File: src/rtl/deq_pkg.sv
// ----------------------------------------------------------------------------
// deq_pkg
// Shared sizes, command codes, word types and ring index helper for the
// double-ended queue.
// ----------------------------------------------------------------------------
package deq_pkg;

    localparam int DEPTH = 16;
    localparam int PTR_W = (DEPTH > 1) ? $clog2(DEPTH) : 1;
    localparam int CNT_W = $clog2(DEPTH + 1);

    localparam logic [2:0] CMD_PUSH_FRONT = 3'd0;
    localparam logic [2:0] CMD_PUSH_BACK  = 3'd1;
    localparam logic [2:0] CMD_POP_FRONT  = 3'd2;
    localparam logic [2:0] CMD_POP_BACK   = 3'd3;
    localparam logic [2:0] CMD_SEARCH     = 3'd4;
    localparam logic [2:0] CMD_CLEAR      = 3'd5;

    typedef struct packed {
        logic [2:0]         command;
        logic signed [31:0] key;
    } t_cmd_word;

    typedef struct packed {
        logic               ok;
        logic signed [31:0] popped_key;
        logic [3:0]         found_index;
        logic [4:0]         entry_count;
        logic signed [31:0] front_key;
        logic signed [31:0] back_key;
    } t_res_word;

    // ring position of ptr + off, with off below DEPTH
    function automatic logic [PTR_W-1:0] ring_add(input logic [PTR_W-1:0] ptr,
                                                  input logic [CNT_W-1:0] off);
        logic [CNT_W:0] s;
        s = (CNT_W+1)'(ptr) + (CNT_W+1)'(off);
        if (s >= (CNT_W+1)'(DEPTH)) begin
            s = s - (CNT_W+1)'(DEPTH);
        end
        return s[PTR_W-1:0];
    endfunction

endpackage

File: src/rtl/deq_ram.sv
// ----------------------------------------------------------------------------
// deq_ram
// Generic single-write, single-read RAM with registered read data.
// ----------------------------------------------------------------------------
module deq_ram #(
    parameter int WIDTH = 32,
    parameter int DEPTH = 16
) (
    input  logic                                     i_clk,
    input  logic                                     i_we,
    input  logic [((DEPTH > 1) ? $clog2(DEPTH) : 1)-1:0] i_waddr,
    input  logic [WIDTH-1:0]                         i_wdata,
    input  logic [((DEPTH > 1) ? $clog2(DEPTH) : 1)-1:0] i_raddr,
    output logic [WIDTH-1:0]                         o_rdata
);

    logic [WIDTH-1:0] r_mem [DEPTH];
    logic [WIDTH-1:0] r_rdata;

    always_ff @(posedge i_clk) begin
        if (i_we) begin
            r_mem[i_waddr] <= i_wdata;
        end
        r_rdata <= r_mem[i_raddr];
    end

    assign o_rdata = r_rdata;

endmodule

File: src/rtl/double_ended_queue_core.sv
// ----------------------------------------------------------------------------
// double_ended_queue_core
// Bounded double-ended queue of 32-bit signed keys kept as a ring in a RAM.
// ----------------------------------------------------------------------------
// One command word in, one result word out. Pushes, clear, unused codes and
// any refused command finish in the cycle of acceptance. A pop that leaves
// the queue non-empty passes through a read state, because the new end key
// is fetched through the RAM's single registered read port. A search scans
// from the front to the first match or the last entry, ending at acceptance
// when empty. The RAM read port scans one entry per cycle. The input is not
// ready while a pop or search is in progress; the result waits in an output
// register, and the next command is taken in the cycle that result leaves.
module double_ended_queue_core
    import deq_pkg::*;
(
    input  logic      i_clk,
    input  logic      i_rst_n,
    input  logic      i_in_valid,
    output logic      o_in_ready,
    input  t_cmd_word i_in_word,
    output logic      o_out_valid,
    input  logic      i_out_ready,
    output t_res_word o_out_word
);

    localparam logic [1:0] S_IDLE     = 2'd0;
    localparam logic [1:0] S_RD_FRONT = 2'd1;
    localparam logic [1:0] S_RD_BACK  = 2'd2;
    localparam logic [1:0] S_SEARCH   = 2'd3;

    logic [1:0]         r_state,     n_state;
    logic [PTR_W-1:0]   r_fp,        n_fp;
    logic [CNT_W-1:0]   r_count,     n_count;
    logic signed [31:0] r_front,     n_front;
    logic signed [31:0] r_back,      n_back;
    logic signed [31:0] r_key,       n_key;
    logic signed [31:0] r_popped,    n_popped;
    logic [PTR_W-1:0]   r_idx,       n_idx;
    t_res_word          r_out,       n_out;
    logic               r_out_valid, n_out_valid;

    logic               ram_we;
    logic [PTR_W-1:0]   ram_waddr;
    logic [31:0]        ram_wdata;
    logic [PTR_W-1:0]   ram_raddr;
    logic [31:0]        ram_rdata;

    logic               in_acc;
    logic               empty;
    logic               full;
    logic [PTR_W-1:0]   fp_inc;
    logic [PTR_W-1:0]   fp_dec;
    logic               done;
    logic               res_ok;
    logic signed [31:0] res_popped;
    logic [PTR_W-1:0]   res_found;
    logic [31:0]        found_ext;
    logic [31:0]        count_ext;

    deq_ram #(
        .WIDTH (32),
        .DEPTH (DEPTH)
    ) u_key_store (
        .i_clk   (i_clk),
        .i_we    (ram_we),
        .i_waddr (ram_waddr),
        .i_wdata (ram_wdata),
        .i_raddr (ram_raddr),
        .o_rdata (ram_rdata)
    );

    assign o_in_ready  = (r_state == S_IDLE) && (!r_out_valid || i_out_ready);
    assign in_acc      = i_in_valid && o_in_ready;
    assign o_out_valid = r_out_valid;
    assign o_out_word  = r_out;

    assign empty  = (r_count == '0);
    assign full   = (r_count == CNT_W'(DEPTH));
    assign fp_inc = (r_fp == PTR_W'(DEPTH - 1)) ? '0 : r_fp + 1'b1;
    assign fp_dec = (r_fp == '0) ? PTR_W'(DEPTH - 1) : r_fp - 1'b1;

    always_comb begin
        n_state     = r_state;
        n_fp        = r_fp;
        n_count     = r_count;
        n_front     = r_front;
        n_back      = r_back;
        n_key       = r_key;
        n_popped    = r_popped;
        n_idx       = r_idx;
        n_out       = r_out;
        n_out_valid = r_out_valid && !i_out_ready;
        ram_we      = 1'b0;
        ram_waddr   = r_fp;
        ram_wdata   = i_in_word.key;
        ram_raddr   = r_fp;
        done        = 1'b0;
        res_ok      = 1'b0;
        res_popped  = '0;
        res_found   = '0;
        case (r_state)
            S_IDLE: begin
                if (in_acc) begin
                    case (i_in_word.command)
                        CMD_PUSH_FRONT: begin
                            done = 1'b1;
                            if (!full) begin
                                res_ok    = 1'b1;
                                ram_we    = 1'b1;
                                ram_waddr = fp_dec;
                                n_fp      = fp_dec;
                                n_count   = r_count + 1'b1;
                                n_front   = i_in_word.key;
                                if (empty) begin
                                    n_back = i_in_word.key;
                                end
                            end
                        end
                        CMD_PUSH_BACK: begin
                            done = 1'b1;
                            if (!full) begin
                                res_ok    = 1'b1;
                                ram_we    = 1'b1;
                                ram_waddr = ring_add(r_fp, r_count);
                                n_count   = r_count + 1'b1;
                                n_back    = i_in_word.key;
                                if (empty) begin
                                    n_front = i_in_word.key;
                                end
                            end
                        end
                        CMD_POP_FRONT: begin
                            if (empty) begin
                                done = 1'b1;
                            end else begin
                                n_popped = r_front;
                                n_fp     = fp_inc;
                                n_count  = r_count - 1'b1;
                                if (r_count == CNT_W'(1)) begin
                                    done       = 1'b1;
                                    res_ok     = 1'b1;
                                    res_popped = r_front;
                                end else begin
                                    ram_raddr = fp_inc;
                                    n_state   = S_RD_FRONT;
                                end
                            end
                        end
                        CMD_POP_BACK: begin
                            if (empty) begin
                                done = 1'b1;
                            end else begin
                                n_popped = r_back;
                                n_count  = r_count - 1'b1;
                                if (r_count == CNT_W'(1)) begin
                                    done       = 1'b1;
                                    res_ok     = 1'b1;
                                    res_popped = r_back;
                                end else begin
                                    ram_raddr = ring_add(r_fp, r_count - CNT_W'(2));
                                    n_state   = S_RD_BACK;
                                end
                            end
                        end
                        CMD_SEARCH: begin
                            n_key = i_in_word.key;
                            if (empty) begin
                                done = 1'b1;
                            end else begin
                                ram_raddr = r_fp;
                                n_idx     = '0;
                                n_state   = S_SEARCH;
                            end
                        end
                        CMD_CLEAR: begin
                            done    = 1'b1;
                            res_ok  = 1'b1;
                            n_fp    = '0;
                            n_count = '0;
                        end
                        default: begin
                            done = 1'b1;
                        end
                    endcase
                end
            end
            S_RD_FRONT: begin
                n_front    = ram_rdata;
                done       = 1'b1;
                res_ok     = 1'b1;
                res_popped = r_popped;
                n_state    = S_IDLE;
            end
            S_RD_BACK: begin
                n_back     = ram_rdata;
                done       = 1'b1;
                res_ok     = 1'b1;
                res_popped = r_popped;
                n_state    = S_IDLE;
            end
            S_SEARCH: begin
                if (ram_rdata == r_key) begin
                    done      = 1'b1;
                    res_ok    = 1'b1;
                    res_found = r_idx;
                    n_state   = S_IDLE;
                end else if (CNT_W'(r_idx) == r_count - CNT_W'(1)) begin
                    done    = 1'b1;
                    n_state = S_IDLE;
                end else begin
                    ram_raddr = ring_add(r_fp, CNT_W'(r_idx) + CNT_W'(1));
                    n_idx     = r_idx + 1'b1;
                end
            end
            default: begin
                n_state = S_IDLE;
            end
        endcase
        found_ext = 32'(res_found);
        count_ext = 32'(n_count);
        if (done) begin
            n_out_valid       = 1'b1;
            n_out.ok          = res_ok;
            n_out.popped_key  = res_popped;
            n_out.found_index = found_ext[3:0];
            n_out.entry_count = count_ext[4:0];
            n_out.front_key   = (n_count == '0) ? '0 : n_front;
            n_out.back_key    = (n_count == '0) ? '0 : n_back;
        end
    end

    always_ff @(posedge i_clk) begin
        if (!i_rst_n) begin
            r_state     <= S_IDLE;
            r_fp        <= '0;
            r_count     <= '0;
            r_out_valid <= 1'b0;
        end else begin
            r_state     <= n_state;
            r_fp        <= n_fp;
            r_count     <= n_count;
            r_out_valid <= n_out_valid;
        end
        r_front  <= n_front;
        r_back   <= n_back;
        r_key    <= n_key;
        r_popped <= n_popped;
        r_idx    <= n_idx;
        r_out    <= n_out;
    end

endmodule

File: config.mk
export PLATFORM = sky130hd
export DESIGN_NAME = double_ended_queue_core
export DESIGN_NICKNAME = d
export VERILOG_FILES = /design/src/rtl/deq_pkg.sv /design/src/rtl/deq_ram.sv /design/src/rtl/double_ended_queue_core.sv
export SDC_FILE = /design/constraint.sdc
export NUM_CORES = 1
export LEC_CHECK = 0
export ABC_AREA = 1
export BUFFER_PORTS_ARGS = -buffer_cell sky130_fd_sc_hd__buf_2
export CORE_ASPECT_RATIO = 1.4
export CORE_MARGIN = 3
export CORE_UTILIZATION = 60
export DETAILED_ROUTE_END_ITERATION = 6
export PLACE_DENSITY_LB_ADDON = 0.1
export SYNTH_ARGS = -nofsm -noshare
export SYNTH_HDL_FRONTEND = slang
export SYNTH_SLANG_ARGS = --single-unit
File: constraint.sdc
create_clock -name i_clk -period 5.1 [get_ports i_clk]
set_clock_uncertainty 0.05 [all_clocks]
set_input_delay 0.255 -clock i_clk [delete_from_list [all_inputs] [get_ports i_clk]]
set_output_delay 0.255 -clock i_clk [all_outputs]
set_load 0.005 [all_outputs]
Yosys cells after proc, flatten, opt, wreduce, memory -nomap -nowiden
Memories as Yosys holds them, arrays and structs flattened. A register that Yosys moved wholly into a read port is not among the register bits.
Cells that the tools add are included.

word-level totals
  register bits = 250
  latch bits = 0
  RAM bits = 512
  ROM bits = 0
  input port bits = 39
  output and inout bits = 108
  logic and storage cells = 166
  memories = 1

memory list
  memory             words  bits a word  read ports  clocked after Yosys merged registers in  write ports  line           source
  u_key_store.r_mem  16     32           1           1                                        1            deq_ram.sv:17  logic [WIDTH-1:0] r_mem [DEPTH];

operators by class
  add/subtract/negate cells = 13
  multiply operators = 0
  divide/modulo/power cells = 0
  order comparisons = 3
  equal/unequal tests = 27
  shift operators = 0
  multiplexer cells = 84
  bitwise operators = 0
  reductions and logical operators = 23

operator list
  cell                                                                                 count
  32-bit two-way mux                                                                   15
  32-bit case mux with 2 select lines                                                  7
  4-bit two-way mux                                                                    22
  32-bit equality test                                                                 1
  4-bit case mux with 2 select lines                                                   4
  5-bit two-way mux                                                                    4
  4-bit by 5-bit adder with 6-bit output                                               3
  6-bit by 5-bit greater-or-equal comparator with 1-bit output, second input constant  3
  3-bit inequality test, second input constant                                         6
  1-bit two-way mux                                                                    16
  2-bit two-way mux                                                                    8
  4-bit by 1-bit subtractor with 4-bit output, second input constant                   4
  5-bit case mux with 3 select lines                                                   1
  2-bit inequality test, second input constant                                         6
  2-bit case mux with 3 select lines                                                   2
  4-bit case mux with 3 select lines                                                   1
  5-bit zero test                                                                      2
  1-bit case mux with 3 select lines                                                   3
  4-bit by 1-bit adder with 4-bit output, second input constant                        2
  8-bit AND reduction                                                                  1
  3-bit by 2-bit equality test with 1-bit output, second input constant                2
  3-bit equality test, second input constant                                           2
  6-bit AND reduction                                                                  1
  2-bit OR reduction                                                                   3
  other kinds (26)                                                                     31

Depth between registers and ports, before layout
  depth after elaboration = 9
  gate-level depth with buffers = 20
  depth with buffers taken out = 18

By module
From an unflattened synthesis, not the netlist that was laid out.

second synthesis, totals
  cells, all modules = 3777
  area total of the unflattened synthesis = 36719.0 µm²

modules (own cells, without submodules)
  module                   times used  cells each  area an instance (µm²)  sequential area each (µm²)
  deq_ram                  1           2122        22745.6                 16015.4
  double_ended_queue_core  1           1655        13973.4                 6746.5

Least setup slack after synthesis
Ideal clock, no wire load.

  kind = reg2reg
  from = reg r_count[1]
  to = reg r_out, in the netlist o_out_word[0] (enable)
  library setup time = 0.469 ns
  arrival time = 3.956 ns
  required time = 4.581 ns
  setup slack = 0.624 ns
  stages on the path, launching flop included = 13
  path buffers = 0
  period minus slack after synthesis = 4.476 ns
  path through = dfxtp_1 inv_1 ha_1 inv_1 nand2_1 nand4_1 nor2_2 nand3_2 nand2_2 nand2_1 nand2_1 nand2_1 nand2_1

between the ends
  cells in the longest elaborated chain, start to end = 6
  elaborated cells between the ends (all ways) = 12
  classes of those cells = add/sub: 1; eq/ne: 2; mux: 8; reduce/logical: 1

ends and longest elaborated chain
  what                                                                                 line                            source
  start: declaration                                                                   double_ended_queue_core.sv:33   logic [CNT_W-1:0] r_count, n_count;
  start signal: assignment                                                             double_ended_queue_core.sv:241  r_count <= n_count;
  branches (longest 5 deep; another with 5-bit by 1-bit subtractor with 5-bit output)  --
  1-bit case mux with 3 select lines (*)                                               double_ended_queue_core.sv:101  case (r_state)
  named net done                                                                       double_ended_queue_core.sv:53   logic done;
  end signal: assignment                                                               double_ended_queue_core.sv:249  r_out <= n_out;
  end: declaration                                                                     double_ended_queue_core.sv:39   t_res_word r_out, n_out;

Mark *: on every way through the listed nets, which the timed path passes.
A chain may end at the register's enable or synchronous reset.

Worst setup path after layout
  from = reg r_count[1]
  to = reg u_key_store.r_rdata[13] (netlist: u_key_store.o_rdata[13]), read port of u_key_store.r_mem

between the ends
  cells in the longest elaborated chain, start to end = 9
  elaborated cells between the ends (all ways) = 18
  classes of those cells = add/sub: 4; order compare: 1; eq/ne: 2; mux: 10; reduce/logical: 1

ends and longest elaborated chain
  what                                                                                                                                line                            source
  5-bit by 2-bit subtractor with 5-bit output                                                                                         double_ended_queue_core.sv:160  ram_raddr = ring_add(r_fp, r_count - CNT_W'(2));
  4-bit by 5-bit adder with 6-bit output                                                                                              deq_pkg.sv:37                   s = (CNT_W+1)'(ptr) + (CNT_W+1)'(off);
  6-bit by 5-bit greater-or-equal comparator with 1-bit output / 4-bit by 1-bit subtractor with 4-bit output (equally long branches)  deq_pkg.sv:38, deq_pkg.sv:39
  4-bit two-way mux                                                                                                                   deq_pkg.sv:38                   if (s >= (CNT_W+1)'(DEPTH)) begin
  4-bit two-way mux                                                                                                                   double_ended_queue_core.sv:155  if (r_count == CNT_W'(1)) begin
  4-bit two-way mux                                                                                                                   double_ended_queue_core.sv:150  if (empty) begin
  4-bit case mux with 2 select lines                                                                                                  double_ended_queue_core.sv:104  case (i_in_word.command)
  4-bit two-way mux                                                                                                                   double_ended_queue_core.sv:103  if (in_acc) begin
  4-bit case mux with 2 select lines (*)                                                                                              double_ended_queue_core.sv:101
  end: declaration                                                                                                                    deq_ram.sv:18                   logic [WIDTH-1:0] r_rdata;

Mark *: on every way between the ends. The rest lies on a longest branch, timed or not.

==> run summary <==
STA
• **worst hold slack after final layout** 0.0327 ns
• **number of slew-limit violations in the final report** 0
• **highest clock frequency the design can meet** 246 MHz
• **Final Setup Violations** 0
• **RSZ-0062 raised after global routing** no
• **pin slew with the least headroom to its limit** 1.16 ns
• **post-route clock period utilization** 0.798
• **relative max-transition margin** 0.225
• **Setup TNS Final** 0 ns
• **post-route minimum period** 4.07 ns
• **hold violation total from the final report** 0
• **crit path setup slack, layout** 1.03 ns

Setup path
• **startpoint class of the critical path** flop
• **WP data required** 5.54 ns
• **CP Capture Type** flop
• **critical path fanouts, max** 113
• **Critical Setup Path Class** flop to flop
• **worst path arrival time** 4.51 ns

Power
• **Power per Cell Area** 677 mW/mm2
• **Combinational Power Share** 0.462
• **highest ir drop seen on vdd** 670 uV
• **Switching Share** 0.446
• **Int Power** 15.5 mW
• **Leakage** 16.7 nW
• **P_sw** 12.5 mW
• **sequential power share** 0.336
• **fraction of power consumed by the clock network** 0.201

Job
• **max-cap check violation count** 0

Floorplanning
• **full die area** 0.0651 mm2
• **I/O Pins** 147
• **core area** 0.0610 mm2
• **row cnt** 107
• **initial core utilization** 0.609
• **die extent in x** 216 um
• **height of the die** 301 um

Logic synthesis
• **number of library cell types mapped by synthesis** 43
• **library cell occupying the most area in the post-synthesis netlist** sky130_fd_sc_hd__edfxtp_1
• **Syn Nets** 3,848
• **leading cell types by total area after synthesis** sky130_fd_sc_hd__edfxtp_1 (55%), sky130_fd_sc_hd__nand3_1 (10%), sky130_fd_sc_hd__nand2_1 (7.8%)
• **Synth Instances** 3,782
• **synthesis warning total** 0
• **netlist area before placement** 0.0372 mm2
• **area share of the largest cell type after synthesis** 0.554
• **Yosys reg bits** 794
• **Avg Inst Size Synth** 9.83 um2
• **Seq/Total Area, Yosys** 0.612

Clock tree
• **clock edge transition at the registers on the reported setup and hold paths** 0.07 ns
• **clk sinks** 794
• **TritonCTS clock tree** done
• **master cell of the clock root buffer** sky130_fd_sc_hd__clkbuf_16
• **H-Tree Depth** 3
• **number of CTS-inserted buffers** 76
• **clock latency reported for the late side of the worst-skew pair** 0.63 ns
• **clk buf depth** 3
• **number of setup buffers added after CTS** 0

Drt
• **average detailed-routed wire length per instance** 21.6 um
• **total wire length after detailed routing** 102 mm
• **Detail Route met3 WL** 9.14 mm
• **highest metal used** met5
• **detailed-route DRC error count** 13
• **wire length on met1** 40.0 mm
• **Met2 Routed Length** 48.9 mm
• **Detailed Route Iter0 Violations** 3,282
• **Vias** 28,400
• **first drt pass iteration count** 7
• **average via count per standard cell** 5.99
• **ANT nets after route** 0

Placed design
• **GPL Wtd Cong** 0.920
• **cell count after placement** 4,576
• **number of port buffers** 146
• **setup slack after placement** 1.11 ns
• **Detailed Place HPWL** 59.5 mm

Min path
• **Hold WC Path Type** primary input to flop

GRT
• **GRT Overall Usage** 0.313
• **initial antenna violation count** 3
• **Congestion Overflow GR** 0
• **via count of the first global-routing pass** 27,500
• **maximum number of pins on one net before global-route repair** 124
• **first-pass GRT wire length** 157 mm

Finish
• **most common library cell in the layout ignoring fill and taps** sky130_fd_sc_hd__nand2_1
• **area delta synth->final** 10.8%
• **FILL cells** 4,672
• **post-route non-filler standard cell count** 4,737
• **final design utilization** 0.675
• **final-stage net count** 3,924
• **most used cells in the layout excluding fill and tap cells** sky130_fd_sc_hd__nand2_1 (770), sky130_fd_sc_hd__nand3_1 (760), sky130_fd_sc_hd__edfxtp_1 (686)
• **fraction of layout instances using a drive strength above 1** 0.0947

Status
• **violations in the final reports** DRC
• **status** complete, but fails checks

critical path: stages, from the launching register on:
cell and delay, ns:
sky130_fd_sc_hd__dfxtp_1 0.52, sky130_fd_sc_hd__inv_1 0.19, sky130_fd_sc_hd__ha_1 0.28, sky130_fd_sc_hd__nand3_2 0.16, sky130_fd_sc_hd__inv_2 0.13, sky130_fd_sc_hd__a21oi_1 0.17
sky130_fd_sc_hd__nand4_1 0.16, sky130_fd_sc_hd__a21oi_2 0.29, sky130_fd_sc_hd__nand3_4 0.39, sky130_fd_sc_hd__nand2_8 0.43, sky130_fd_sc_hd__buf_12 0.48, sky130_fd_sc_hd__nand2_1 0.11
sky130_fd_sc_hd__nand3_1 0.09, sky130_fd_sc_hd__nand3_1 0.08, sky130_fd_sc_hd__nand3_1 0.19, sky130_fd_sc_hd__nand2_1 0.12
layer usage:
| layer | vias up | global-route usage |
|---|---|---|
| met5 | - | 0 |
| met3 | 308 | 0.0458 |
| met2 | 1527 | 0.517 |
| met1 | 13500 | 0.413 |
| met4 | 2 | 0.147 |
| li1 | 13100 | - |
power by group through the flow:
stage | clock [mW] | combinational (mW) | sequential, mW
4_1_cts | 5.70 | 12.7 | 9.35
2_1_floorplan | 0 | 8.94 | 9.34
3_5_place_dp | 0 | 12.7 | 9.48
5_1_grt | 5.94 | 14.1 | 9.48
3_3_place_gp | 0 | 12.4 | 9.42
6_report | 5.62 | 12.9 | 9.38
cells by family (layout without fill, tap and decap cells):
kind of cell / Yosys count / after routing / share of synthesized area
buffers and inverters: 818 / 954 / 0.0916
other: 0 / 2 / 0
DFF: 794 / 794 / 0.612
and+or+nand+nor: 1688 / 1688 / 0.205
xor gates and xnor gates: 33 / 33 / 0.00777
AOI/OAI and AO/OA: 422 / 422 / 0.0734
adders and majority gates: 27 / 27 / 0.00969
metrics by stage:
| stage | power (mW) | area [um2] |
|---|---|---|
| finish | 27.9 | 41200 |
| global route | 29.5 | 41200 |
| CTS | 27.8 | 41200 |
| detailed placement | 22.2 | 38500 |
| global placement | 21.8 | 38500 |
| floorplan | 18.3 | 37200 |
registers in the layout, summed over array words and instances, names as in the netlist, 2 cells and up:
signal	count
r_key	32
o_out_word	106
u_key_store.r_mem	512
r_fp	4
r_idx	4
r_popped	32
u_key_store.o_rdata	32
r_count	5
r_back	32
r_state	2
r_front	32
final timing paths:
path              cells after the start  slack (ns)                            endpoint                       startpoint
setup / recovery                     15        1.03     u_key_store.o_rdata[13]$_DFF_P_            r_count[1]$_SDFF_PN0_
hold / removal                        1        0.03  u_key_store.r_mem[3][31]$_DFFE_PP_                    i_in_word[31]
hold reg to reg                       2        0.48                  r_back[12]$_DFF_P_  u_key_store.o_rdata[12]$_DFF_P_
setup reg to reg                     15        1.03     u_key_store.o_rdata[13]$_DFF_P_            r_count[1]$_SDFF_PN0_
cell usage after synthesis, drive strengths merged:
library cell	number
a211oi	3
a21boi	1
a21o	1
a21oi	54
a22oi	1
a31oi	66
buf	111
clkbuf	117
clkinv	3
dfxtp	108
edfxtp	686
fa	3
ha	24
inv	587
nand2	780
nand3	766
nand3b	64
nand4	7
nor2	68
nor3	3
o211ai	195
o21a	3
o21ai	91
o21bai	2
o221ai	1
o22ai	2
o31ai	1
o32ai	1
xnor2	26
xor2	7
area by class of cell:
class,instances,area (um2),area share
Antenna cell,2,5.00,0.000121
Clock buffer,106,2120,0.0514
Clock inverter,32,345,0.00838
Inverter,590,2220,0.0537
Multi-Input combinational cell,2170,11200,0.273
Sequential cell,794,22800,0.552
Tap cell,817,1020,0.0248
Timing Repair Buffer,226,1510,0.0366
repair_timing:
| action | CTS | global route |
|---|---|---|
| gates resized for setup | 0 | 0 |
| hold endpoints to repair | 229 | 0 |
| hold buffers | 21 | 0 |
Note: power is estimated with default switching activity, not from simulation.
